===== src/lmeds_pkg.sv =====
// ----------------------------------------------------------------------------
// lmeds_pkg
// Shared constants and types for the line model score unit.
// ----------------------------------------------------------------------------
package lmeds_pkg;
    localparam int MAX_POINTS = 1024;
    localparam int DIST_BITS  = 16;
    localparam int IDX_BITS   = $clog2(MAX_POINTS);
    localparam int CNT_BITS   = IDX_BITS + 1;
    localparam int SQ_BITS    = 2 * DIST_BITS;
    localparam int SEL_BITS   = 10;

    localparam logic [0:0] CFG_THRESHOLD  = 1'd0;
    localparam logic [0:0] CFG_MIN_POINTS = 1'd1;

    typedef struct packed {
        logic                last;
        logic [SQ_BITS-1:0]  sq;
        logic                keep;
        logic [SEL_BITS-1:0] first_idx;
        logic [SEL_BITS-1:0] second_idx;
    } word_t;
endpackage


===== src/lmeds_front.sv =====
// ----------------------------------------------------------------------------
// lmeds_front
// Accept point words, square the distance and classify against the threshold.
// ----------------------------------------------------------------------------
module lmeds_front (
    input  logic                                aclk,
    input  logic                                aresetn,
    input  logic [lmeds_pkg::DIST_BITS-1:0]     thr,
    input  logic                                in_valid,
    output logic                                in_ready,
    input  logic [lmeds_pkg::DIST_BITS-1:0]     point_dist,
    input  logic                                last,
    input  logic [lmeds_pkg::SEL_BITS-1:0]      idx_a,
    input  logic [lmeds_pkg::SEL_BITS-1:0]      idx_b,
    output logic                                out_valid,
    input  logic                                out_ready,
    output lmeds_pkg::word_t                    out_word
);
    logic                              s1_valid_reg;
    logic [lmeds_pkg::DIST_BITS-1:0]   s1_dist_reg;
    logic                              s1_last_reg;
    logic [lmeds_pkg::SEL_BITS-1:0]    s1_a_reg, s1_b_reg;
    logic [lmeds_pkg::SQ_BITS-1:0]     thr_sq_reg;
    logic                              s2_valid_reg;
    lmeds_pkg::word_t                  s2_word_reg;
    logic [lmeds_pkg::SQ_BITS-1:0]     sq;
    logic                              adv2, adv1;

    assign adv2     = !s2_valid_reg || out_ready;
    assign adv1     = !s1_valid_reg || adv2;
    assign in_ready = adv1;
    assign sq       = lmeds_pkg::SQ_BITS'(s1_dist_reg) * lmeds_pkg::SQ_BITS'(s1_dist_reg);
    assign out_valid = s2_valid_reg;
    assign out_word  = s2_word_reg;

    always_ff @(posedge aclk) begin
        thr_sq_reg <= lmeds_pkg::SQ_BITS'(thr) * lmeds_pkg::SQ_BITS'(thr);
        if (!aresetn) begin
            s1_valid_reg <= 1'b0;
            s2_valid_reg <= 1'b0;
        end else begin
            if (adv1) s1_valid_reg <= in_valid;
            if (adv2) s2_valid_reg <= s1_valid_reg;
        end
        if (adv1 && in_valid) begin
            s1_dist_reg <= point_dist;
            s1_last_reg <= last;
            s1_a_reg    <= idx_a;
            s1_b_reg    <= idx_b;
        end
        if (adv2 && s1_valid_reg) begin
            s2_word_reg.sq         <= sq;
            s2_word_reg.keep       <= sq < thr_sq_reg;
            s2_word_reg.last       <= s1_last_reg;
            s2_word_reg.first_idx  <= s1_a_reg;
            s2_word_reg.second_idx <= s1_b_reg;
        end
    end
endmodule


===== config.mk =====
export PLATFORM = sky130hd
export DESIGN_NAME = lmeds_front
export DESIGN_NICKNAME = d
export VERILOG_FILES = /design/src/lmeds_pkg.sv /design/src/lmeds_front.sv
export SDC_FILE = /design/constraint.sdc
export NUM_CORES = 1
export LEC_CHECK = 0
export BUFFER_PORTS_ARGS = -buffer_cell sky130_fd_sc_hd__buf_2
export CORE_MARGIN = 5
export CORE_UTILIZATION = 50
export CTS_CLUSTER_SIZE = 40
export DETAILED_ROUTE_END_ITERATION = 10
export GPL_TIMING_DRIVEN = 0
export PLACE_DENSITY = 0.73
export SLEW_MARGIN = 25
export SYNTH_ARGS = -nofsm -noshare
export SYNTH_HDL_FRONTEND = slang
export SYNTH_SLANG_ARGS = --single-unit

===== constraint.sdc =====
create_clock -name aclk -period 18.8 [get_ports aclk]
set_clock_uncertainty 0.1 [all_clocks]
set_input_delay 3.76 -clock aclk [delete_from_list [all_inputs] [get_ports aclk]]
set_output_delay 3.76 -clock aclk [all_outputs]
set_load 0.02 [all_outputs]

Yosys cells after proc, flatten, opt, wreduce, memory -nomap -nowiden
Index checks and enable logic that the tools add are counted.
Widths: inputs -> output; s select.
{"block": "word_totals", "reg_bits": 125, "in_bits": 57, "out_inout_bits": 56, "wordCells": 21}
{"block": "classes", "multipliers": 2, "order_cmp": 1, "reduce_logical": 6}
{"cell": "$mul 16x16->32", "n": 2}
{"cell": "$lt 32x32->1", "n": 1}
{"cell": "$logic_and 1x1->1", "n": 2}
{"cell": "$logic_not 1->1", "n": 2}
{"cell": "$logic_or 1x1->1", "n": 2}

Logic depth before layout (Yosys ltp)
{"block": "logic_depth", "depth_word": 4, "depth_mapped": 31, "ltp_nobuf": 30}

Least setup slack after synthesis
Ideal clock, no wire load.
{"block": "synth_timing", "path_kind": "input -> register", "startpoint": "input thr[2] (netlist bit)", "endpoint": "register thr_sq_reg[24] (netlist bit)", "arrival_time_ps": 8977, "required_time_ps": 18562, "path_slack_ps": 9585, "cell_stages": 23, "n_path_buf": 1, "cell_sequence": "clkbuf_1 > nand2_1 > inv_1 > fa_1 > inv_1 > fa_1 > inv_1 > fa_1 > inv_1 > fa_1 > inv_1 > fa_1 > inv_1 > fa_1 > inv_1 > ha_1 > and3_1 > a221o_1 > a31oi_2 > a21oi_2 > o211ai_1 > o311ai_0 > xor2_1"}
{"block": "synth_between", "elab_chain_len": 1}
{"element": "from (decl)", "line_no": "lmeds_front.sv:8", "rtl": "input logic [lmeds_pkg::DIST_BITS-1:0] thr,"}
{"element": "$mul 16x16->32", "line_no": "lmeds_front.sv:37", "rtl": "thr_sq_reg <= lmeds_pkg::SQ_BITS'(thr) * lmeds_pkg::SQ_BITS'(thr);"}
{"element": "to (signal assigned)", "line_no": "lmeds_front.sv:37"}
{"element": "to (decl)", "line_no": "lmeds_front.sv:23", "rtl": "logic [lmeds_pkg::SQ_BITS-1:0] thr_sq_reg;"}
No other way between the ends.
A chain may end at the register's enable or synchronous reset.

Worst setup path in the final report
{"block": "layout_timing", "startpoint": "input thr[13] (netlist bit)", "endpoint": "register thr_sq_reg[30] (netlist bit)"}
Same word-level chain as after synthesis.

==> reports/results.tsv <==
metric	value	unit
Cells after Synth	1910	
worst reg2reg path startpoint	s1_dist_reg[1]	
Min Hold Slack	0.3183	ns
postcts setup bufs	0	
final worst slack	9.280	ns
ys async rst share	0	%
Skew-Pair Late Insertion Delay	0.44	ns
worst rel slew slack	57.05	%
largest area contributor in the netlist	fa_1	
vias in the first global route	14690	
Post-synth EDFFs	90	
core footprint	37400	sq um
reg2reg path depth	26	
layout cell share with drive strength beyond 1	8.609	%
clock root cell	clkbuf_16	
largest net degree at the start of global routing	25	
Period minus WS final	9.520	ns
via count	13100	
initial antenna violation count	0	
Tcrit/Tclk final	50.64	%
total area of sequential cells	3363	sq um
row cnt	71	
antenna diode count	0	
hold crit path type	register to register	
hold path startpoint	s1_a_reg[4]	
cell mode on critical path	fa_1	
post-place setup slack	8.881	ns
CP max stage cell	fa_1	
CP Depth	20	
register area share after synthesis	17.89	%
worst path bufs/invs	5	
share of the synthesized area in the top cell type	34.51	%
grt total ovfl	0	
# fillers	3256	
htree depth	4	
CP Class	input pin to register	
max reg flops	53	
Final #Nets	2655	
Clock Path Buffers	2	
die height	203.9	microns
multi-input logic area	13340	sq um
Slew Limit Fails	0	
global-route wire length before repair	72360	microns
fmax	105.0	MHz
Worst R2R End	out_word[20]	
Synth Register Bits	123	
Syn Std Cell Area	18790	sq um
Initial Util	50.25	%
CTS Sinks	123	
CP max stage delay	0.62	ns
Area Growth Syn to Fin	9.953	%
R2R setup slack	10.07	ns
overall routing resource usage	21.65	%
die area	41570	sq um
top post-synthesis cells by area	fa_1 (35%), ha_1 (15%), edfxtp_1 (14%), inv_1 (10%), dfxtp_1 (3.5%)	
commonest cells in the synthesized netlist	inv_1 (515), fa_1 (324), ha_1 (231)	
Least-Margin Pin Slew	0.6443	ns
DR WL/cell	16.61	microns
CP endpoint kind	register	
crit path launch	thr[13]	
Final TNS setup	0	ns
CP arrival	9.78	ns
post_cts resized	0	
Clock Pin Slew Worst Setup and Hold Paths	0.07	ns
top-count cell post-synth	inv_1	
Avg Cell Area, Syn	9.840	sq um
hpwl dp	36210	microns
Top FF cell, synth	edfxtp_1	
CP max FO	10	
CTS tree	built	
drc violations	0	
Finish-stage setup viols	0	
CP Launch Type	input pin	
status	finished, final reports clean	
crit-path cells	buf_2 -> clkbuf_1 -> nand2_1 -> fa_1 -> inv_1 -> fa_1 -> inv_1 -> fa_1 -> fa_1 -> fa_1 -> inv_1 -> fa_1 -> ha_1 -> a21oi_1 -> nor2_1 -> a211oi_1 -> a31o_2 -> a21bo_2 -> a31oi_2 -> xnor2_1	
I/O pin cnt	113	
post-synth net total	2522	
Final Hold Vio Count	0	
TritonRoute pass-1 iters	8	
Detail Route Antenna Nets	0	
DR vias/cell	5.103	
cts hold-fix bufs	0	
Ys Warns	0	
Setup crit end	thr_sq_reg[30]	
unique cell type count in the Yosys netlist	63	
worst path required time	19.07	ns
Max Cap Viol	0	
Port Buf Inserts	111	
RSZ-0062 raised after global routing	no	
final wirelength	42640	microns
drt initial violations	714	
Num CTS Buffers	17	
global placement routability congestion	0.9289	
Die Wd	203.9	microns
CP delay by family, top	adder cells	
## layer usage
layer,global-route usage [%],routed length (microns)
met1,26.89,16940
met2,38.79,22090
met3,2.777,2089
met4,7.998,1527
met5,0,0
## logic make-up after synthesis
logic type	Yosys count	share of synthesized area [%]
mux	3	0.1731
buf+inv	557	11.15
simple gates	406	10.45
other cells	1	0.01995
xor+xnor	73	3.402
fa+ha+maj	555	49.89
compound gates	192	7.024
flops	123	17.89
## layout make-up
class,count,share of cell area [%]
flip-flops and latches,123,16.28
clock inverters,15,0.8416
plain buffers,42,0.7871
repair buffers,114,3.015
clock buffers,17,2.059
inverters,515,9.355
multi-input cells,1230,64.57
well taps,511,3.094
## placed cells by master (no fill, tap or decap), types with 4 or more instances in the layout
cell type,n
inv_1,515
fa_1,324
ha_1,231
nand2_1,166
buf_2,112
and2_1,92
edfxtp_1,90
a21oi_1,59
nor2_1,59
xnor2_1,44
clkbuf_1,40
a21o_1,36
dfxtp_1,33
xor2_1,29
o21ai_0,27
nor2b_1,17
clkbuf_16,17
nand3_1,15
nand2b_1,11
nand4_1,11
and3_1,10
a31oi_1,9
o21bai_1,8
o211ai_1,7
nor3_1,7
inv_6,7
a211oi_1,6
or2_2,5
a31o_2,4
o21a_1,4
## worst min path at each step
stage	cells past startpoint	to	slack [ns]
final	0	out_word[14]	0.32
after global routing	0	out_word[14]	0.33
after CTS	0	out_word[14]	0.32
after detailed placement	0	out_word[0]	0.30
after global placement	0	out_word[17]	0.30
after floorplan	0	out_word[0]	0.30
## per-stage QoR
step	utilization, %	instances	instance area [sq um]
final	55.25	2567	20660
after floorplan	-	1910	18790
after detailed placement	53.65	2535	20070
after CTS	55.25	2567	20660
after global placement	53.45	2532	19990
after global routing	55.25	2567	20660
Power is left out: the tool's default activity adds up to more than one toggle a clock period on the data nets, which glitch-free logic cannot reach.
