## config.mk

```make
export PLATFORM = sky130hd
export DESIGN_NAME = lmeds_queue
export DESIGN_NICKNAME = d
export VERILOG_FILES = /design/src/lmeds_pkg.sv /design/src/lmeds_queue.sv
export SDC_FILE = /design/constraint.sdc
export NUM_CORES = 1
export LEC_CHECK = 0
export BUFFER_PORTS_ARGS = -buffer_cell sky130_fd_sc_hd__buf_2
export CELL_PAD_IN_SITES_DETAIL_PLACEMENT = 0
export CELL_PAD_IN_SITES_GLOBAL_PLACEMENT = 2
export CORE_ASPECT_RATIO = 0.8
export CORE_UTILIZATION = 40
export DETAILED_ROUTE_END_ITERATION = 10
export GPL_TIMING_DRIVEN = 0
export HOLD_SLACK_MARGIN = 0.08
export PLACE_DENSITY_LB_ADDON = 0.1
export SYNTH_ARGS = -nofsm -noshare
export SYNTH_HDL_FRONTEND = slang
export SYNTH_SLANG_ARGS = --single-unit
```

## constraint.sdc

```tcl
create_clock -name aclk -period 2.45 [get_ports aclk]
set_clock_uncertainty 0.15 [all_clocks]
set_input_delay 0.49 -clock aclk [delete_from_list [all_inputs] [get_ports aclk]]
set_output_delay 0.49 -clock aclk [all_outputs]
set_load 0.02 [all_outputs]
```

## src/lmeds_pkg.sv

```systemverilog
// ----------------------------------------------------------------------------
// lmeds_pkg
// Shared constants and types for the line model score unit.
// ----------------------------------------------------------------------------
package lmeds_pkg;
    localparam int MAX_POINTS = 1024;
    localparam int DIST_BITS  = 16;
    localparam int IDX_BITS   = $clog2(MAX_POINTS);
    localparam int CNT_BITS   = IDX_BITS + 1;
    localparam int SQ_BITS    = 2 * DIST_BITS;
    localparam int SEL_BITS   = 10;

    localparam logic [0:0] CFG_THRESHOLD  = 1'd0;
    localparam logic [0:0] CFG_MIN_POINTS = 1'd1;

    typedef struct packed {
        logic                last;
        logic [SQ_BITS-1:0]  sq;
        logic                keep;
        logic [SEL_BITS-1:0] first_idx;
        logic [SEL_BITS-1:0] second_idx;
    } word_t;
endpackage

```

## src/lmeds_queue.sv

```systemverilog
// ----------------------------------------------------------------------------
// lmeds_queue
// Four-entry queue between the front and back parts.
// ----------------------------------------------------------------------------
module lmeds_queue (
    input  logic             aclk,
    input  logic             aresetn,
    input  logic             in_valid,
    output logic             in_ready,
    input  lmeds_pkg::word_t in_word,
    output logic             out_valid,
    input  logic             out_ready,
    output lmeds_pkg::word_t out_word
);
    lmeds_pkg::word_t mem_reg [4];
    logic [1:0] wp_reg, rp_reg;
    logic [2:0] cnt_reg;
    logic       push, pop;

    assign in_ready  = cnt_reg != 3'd4;
    assign out_valid = cnt_reg != 3'd0;
    assign out_word  = mem_reg[rp_reg];
    assign push = in_valid && in_ready;
    assign pop  = out_valid && out_ready;

    always_ff @(posedge aclk) begin
        if (push) mem_reg[wp_reg] <= in_word;
        if (!aresetn) begin
            wp_reg  <= '0;
            rp_reg  <= '0;
            cnt_reg <= '0;
        end else begin
            if (push) wp_reg <= wp_reg + 2'd1;
            if (pop)  rp_reg <= rp_reg + 2'd1;
            cnt_reg <= cnt_reg + {2'b0, push} - {2'b0, pop};
        end
    end
endmodule

```

# After elaboration in Yosys (flattened, before gate mapping)
# Memories as Yosys holds them, arrays and structs flattened. A register that Yosys moved wholly into a read port is not among the register bits.
# Index checks and enable logic that the tools add are counted.
[word_totals]
inputBits = 58
out_inout_bits = 56
n_memories = 1
ramBits = 216
ff_bits = 7
[classes]
muxes = 4
add_sub_neg = 4
n_eq_ne = 1
n_reduce_logical = 3
[mem_list]
columns = ["memory", "depth", "word_bits", "read_ports", "rd_clocked_by_memory_dff", "wr", "line", "text"]
rows = [
  ["mem_reg", 4, 54, 1, 1, 1, "lmeds_queue.sv:15", "lmeds_pkg::word_t mem_reg [4];"],
]
[op_table]
columns = ["operator", "count"]
rows = [
  ["$add 2x1->2 const B", 2],
  ["$mux 2", 2],
  ["$add 3x1->3", 1],
  ["$ne 3x3->1 const B", 1],
  ["$reduce_bool 3->1", 1],
  ["$sub 3x1->3", 1],
  ["$logic_and 1x1->1", 2],
  ["$mux 1", 2],
]

# Depth between registers and ports, before layout
[logic_depth]
ltp_word = 4
mapped_depth = 11

# Worst setup path after synthesis
# OpenSTA, ideal clock, no wires.
[synth_path]
path_type = "reg-to-reg"
startpoint = "register cnt_reg[1]"
endpoint = "memory mem_reg[2][0] (netlist bit) (enable)"
slack_ns = -0.224
path_buffers = 0
setup_time_ns = 0.417
required_ns = 1.883
arrival_ns = 2.106
stages_incl_launch_ff = 4
path_cell_list = "dfxtp_1 > nor2_1 > a21boi_2 > and2_1"
[synth_between]
elab_chain_cells = 4
[synth_rtl]
columns = ["item", "line", "text"]
rows = [
  ["start, declared", "lmeds_queue.sv:17", "logic [2:0] cnt_reg;"],
  ["start signal, assigned", "lmeds_queue.sv:35", "cnt_reg <= cnt_reg + {2'b0, push} - {2'b0, pop};"],
  ["$ne 3x3->1", "lmeds_queue.sv:20", "assign in_ready = cnt_reg != 3'd4;"],
  ["$logic_and 1x1->1", "lmeds_queue.sv:23", "assign push = in_valid && in_ready;"],
  ["$mux 1", "lmeds_queue.sv:27", "if (push) mem_reg[wp_reg] <= in_word;"],
  ["$mux 1 (implied by the code)", "lmeds_queue.sv:27", ""],
  ["end, declared", "lmeds_queue.sv:15", ""],
]
# Every way passes these cells.

==> results.toml <==
[run_status]
outcome = "finished with violations"
violations = "setup timing"

[logic_synthesis]
synth_cells = 330
ys_ff_latch = 225
synth_ff_type = "edfxtp_1"
avgSynthCellArea_sq_um = 25.2
syn-num-nets = 395
ys_types = 22
synth_top_area_share_pct = 77.8
async_flop_share_pct = 0
synth.largest_area_cell = "edfxtp_1"
yosys_warnings = 0
netlist_area_sq_um = 8330
yosys-top-cells-area = "edfxtp_1, mux4_2, dfxtp_1, mux4_1, buf_12"
yosysSeqAreaShare_pct = 80.0
synth_edf_count = 216

[clock_tree]
clock_sinks = 225
insertion_delay_ns = 0.50
clockBufferDepth = 3
cts.clk_slew.worst_paths_ns = 0.06
cts_buffers = 23
htreeDepth = 1
cts_tree = "built"
cts_root_buf = "clkbuf_16"

[global_route]
grt_use_total_pct = 14.6
first_global_vias = 4119
gr-total-overflow = 0
antenna_found_initial = 0
grt_max_degree = 55
grt_first_pass_wirelength_um = 23200

[finish]
fillCellCount = 1616
fin_util_pct = 53.2
largest_reg_flops = 216
area_growth_pct = 28.3
final_layout_size_suffix_gt1_share_pct = 39.7
num_antenna_cells = 0
final_nets = 590
multi_input_area_sq_um = 1520
design_area_sq_um = 10700
seq_area_sq_um = 6670
fin_cells = 805

[setup_path]
r2r_end = "cnt_reg[2]"
worstSetupEndpointType = "output pin"
cp_data_arrival_time_ns = 1.87
worstSetupPathType = "reg2out"
rrSetupSlack_ns = 0.17
r2r_start = "cnt_reg[0]"
cp.required_ns = 1.81
ff2ff_path_depth = 11
cp-start-kind = "flop"
crit_path_max_fanout = 10

[sta]
fmax_mhz = 399
layout_setup_ws_ns = -0.0589
hold_viol = 0
finalSetupViolCount = 50
tightest_slew_ns = 0.858
finalCritPeriodShare_pct = 102
fin_tns_setup_ns = -1.08
slew_headroom_pct = 42.8
maxSlewViolCount = 0
rsz0062_at_grt = "true"
fin_crit_ns = 2.51

[routing]
drc_errors = 0
viasPerCell = 4.88
drt-total-wl_um = 15300
vias = 3929
dr.first_iter.drc_count = 206
drt-pass1-iter-count = 4
route.antenna.remaining_nets = 0
routedWlPerCell_um = 19.0

[hold_path]
hold_path.class = "in2reg"
holdPathEnd = "wp_reg[0]"
min_path_cells = 3
min-delay-start = "aresetn"

[place]
gp_congestion = 0.677
pre_cts_ws_ns = -0.181
placed_area_sq_um = 9320
io_buffer_count = 112
dp_hpwl_um = 8630
dp.cells = 709

[die]
num_rows = 46
dieWidth_um = 163
dieArea_sq_um = 21400
core_sq_um = 20100
initial_core_util_pct = 41.5
io_pins = 114
die_y_um = 131

[job]
cap_viol_max_count = 0

[power]
p_leak_uw = 0.00365
switching_power_uw = 3040
power_frac_clock_pct = 29.9
power.internal_uw = 7980
pwr_density_cell_nw_per_um2 = 1030
irDropWorstVdd_mv = 0.495
power_frac_comb_pct = 26.7
netSwitchingFraction_pct = 27.6
seqPwrFrac_pct = 43.4
-- worst max-delay path: stages (launching register included) --
cell     delay [ns]
dfxtp_2        0.34
buf_12         0.16
buf_12         0.17
mux4_2         0.53
buf_2          0.18
-- repair_timing --
item | 4_1_cts | 5_1_grt
pin swaps | 1 | 0
hold endpoints to repair | 216 | 0
buffers inserted | 1 | 0
endpoints found under the setup margin | 53 | 52
hold buffers | 54 | 0
resized for setup | 19 | 20
-- worst max path at each step --
stage,slack (ns),to,startpoint,depth (start not counted)
after floorplan,0.10,cnt_reg[2],cnt_reg[1],11
after global placement,-0.42,mem_reg[0][25],cnt_reg[1],3
after detailed placement,-0.18,cnt_reg[2],in_valid,11
after CTS,-0.09,out_word[14],flop,4
after global routing,-0.13,out_word[37],flop,4
final,-0.06,out_word[37],flop,4
-- cell usage after synthesis, types with 2 or more instances --
library cell / number
nor2b_1: 3
buf_12: 5
nand2_1: 5
edfxtp_1: 216
buf_2: 5
mux4_2: 50
mux4_1: 4
inv_1: 5
dfxtp_1: 9
mux2i_1: 2
ha_1: 6
and2_1: 7
xnor2_1: 4
-- area by class of cell --
| class | instances | area share (%) |
|---|---|---|
| flip-flops and latches | 225 | 62.4 |
| multi-input cells | 87 | 14.2 |
| repair buffers | 170 | 11.8 |
| clock buffers | 27 | 5.52 |
| well taps | 264 | 3.09 |
| plain buffers | 13 | 1.69 |
| clock inverters | 14 | 1.09 |
| inverters | 5 | 0.176 |
-- cells by family after synthesis --
family | after synthesis | synth area share (%)
xor gates and xnor gates | 4 | 0.420
DFF | 225 | 80.0
AOI/OAI and AO/OA | 3 | 0.345
muxes | 56 | 15.0
and+or+nand+nor | 17 | 1.10
buffers and inverters | 18 | 1.97
adders and majority gates | 7 | 1.14
-- layer usage --
| layer | vias to the layer above | part of all wire (%) | global-route usage (%) |
|---|---|---|---|
| met5 | - | 0 | 0 |
| met4 | 0 | 2.4 | 4.18 |
| met3 | 23 | 5.8 | 3.84 |
| met2 | 105 | 47 | 23.4 |
| met1 | 2011 | 45 | 19.9 |
| li1 | 1790 | - | - |
-- power groups by stage --
stage	sequential (uW)	clock (uW)	combinational, uW
after detailed placement	4860	0	2790
after global placement	4860	0	2710
final	4780	3290	2950
after global routing	4820	3530	3180
after floorplan	4830	0	1920
after CTS	4790	3380	2950
-- through the flow --
| step | hold slack, ns | total power (uW) |
|---|---|---|
| 2_1_floorplan | 0.318 | 6750 |
| 4_1_cts | 0.229 | 11100 |
| 5_1_grt | 0.256 | 11500 |
| 6_report | 0.242 | 11000 |
| 3_3_place_gp | 0.337 | 7570 |
| 3_5_place_dp | 0.351 | 7650 |
-- cell usage in the layout, fill, tap and decap left out, drive strengths merged --
cell type	n
edfxtp	216
xnor2	4
o31a	1
bufinv	2
buf	127
clkinv	10
or3	1
nand2	5
dlygate4sd3	54
ha	6
mux4	54
fa	1
mux2i	2
inv	5
clkinvlp	2
dfxtp	9
o311ai	1
nor2	1
a21boi	1
clkbuf	29
and2	7
nor2b	3
Power figures use the tool's default switching activity.
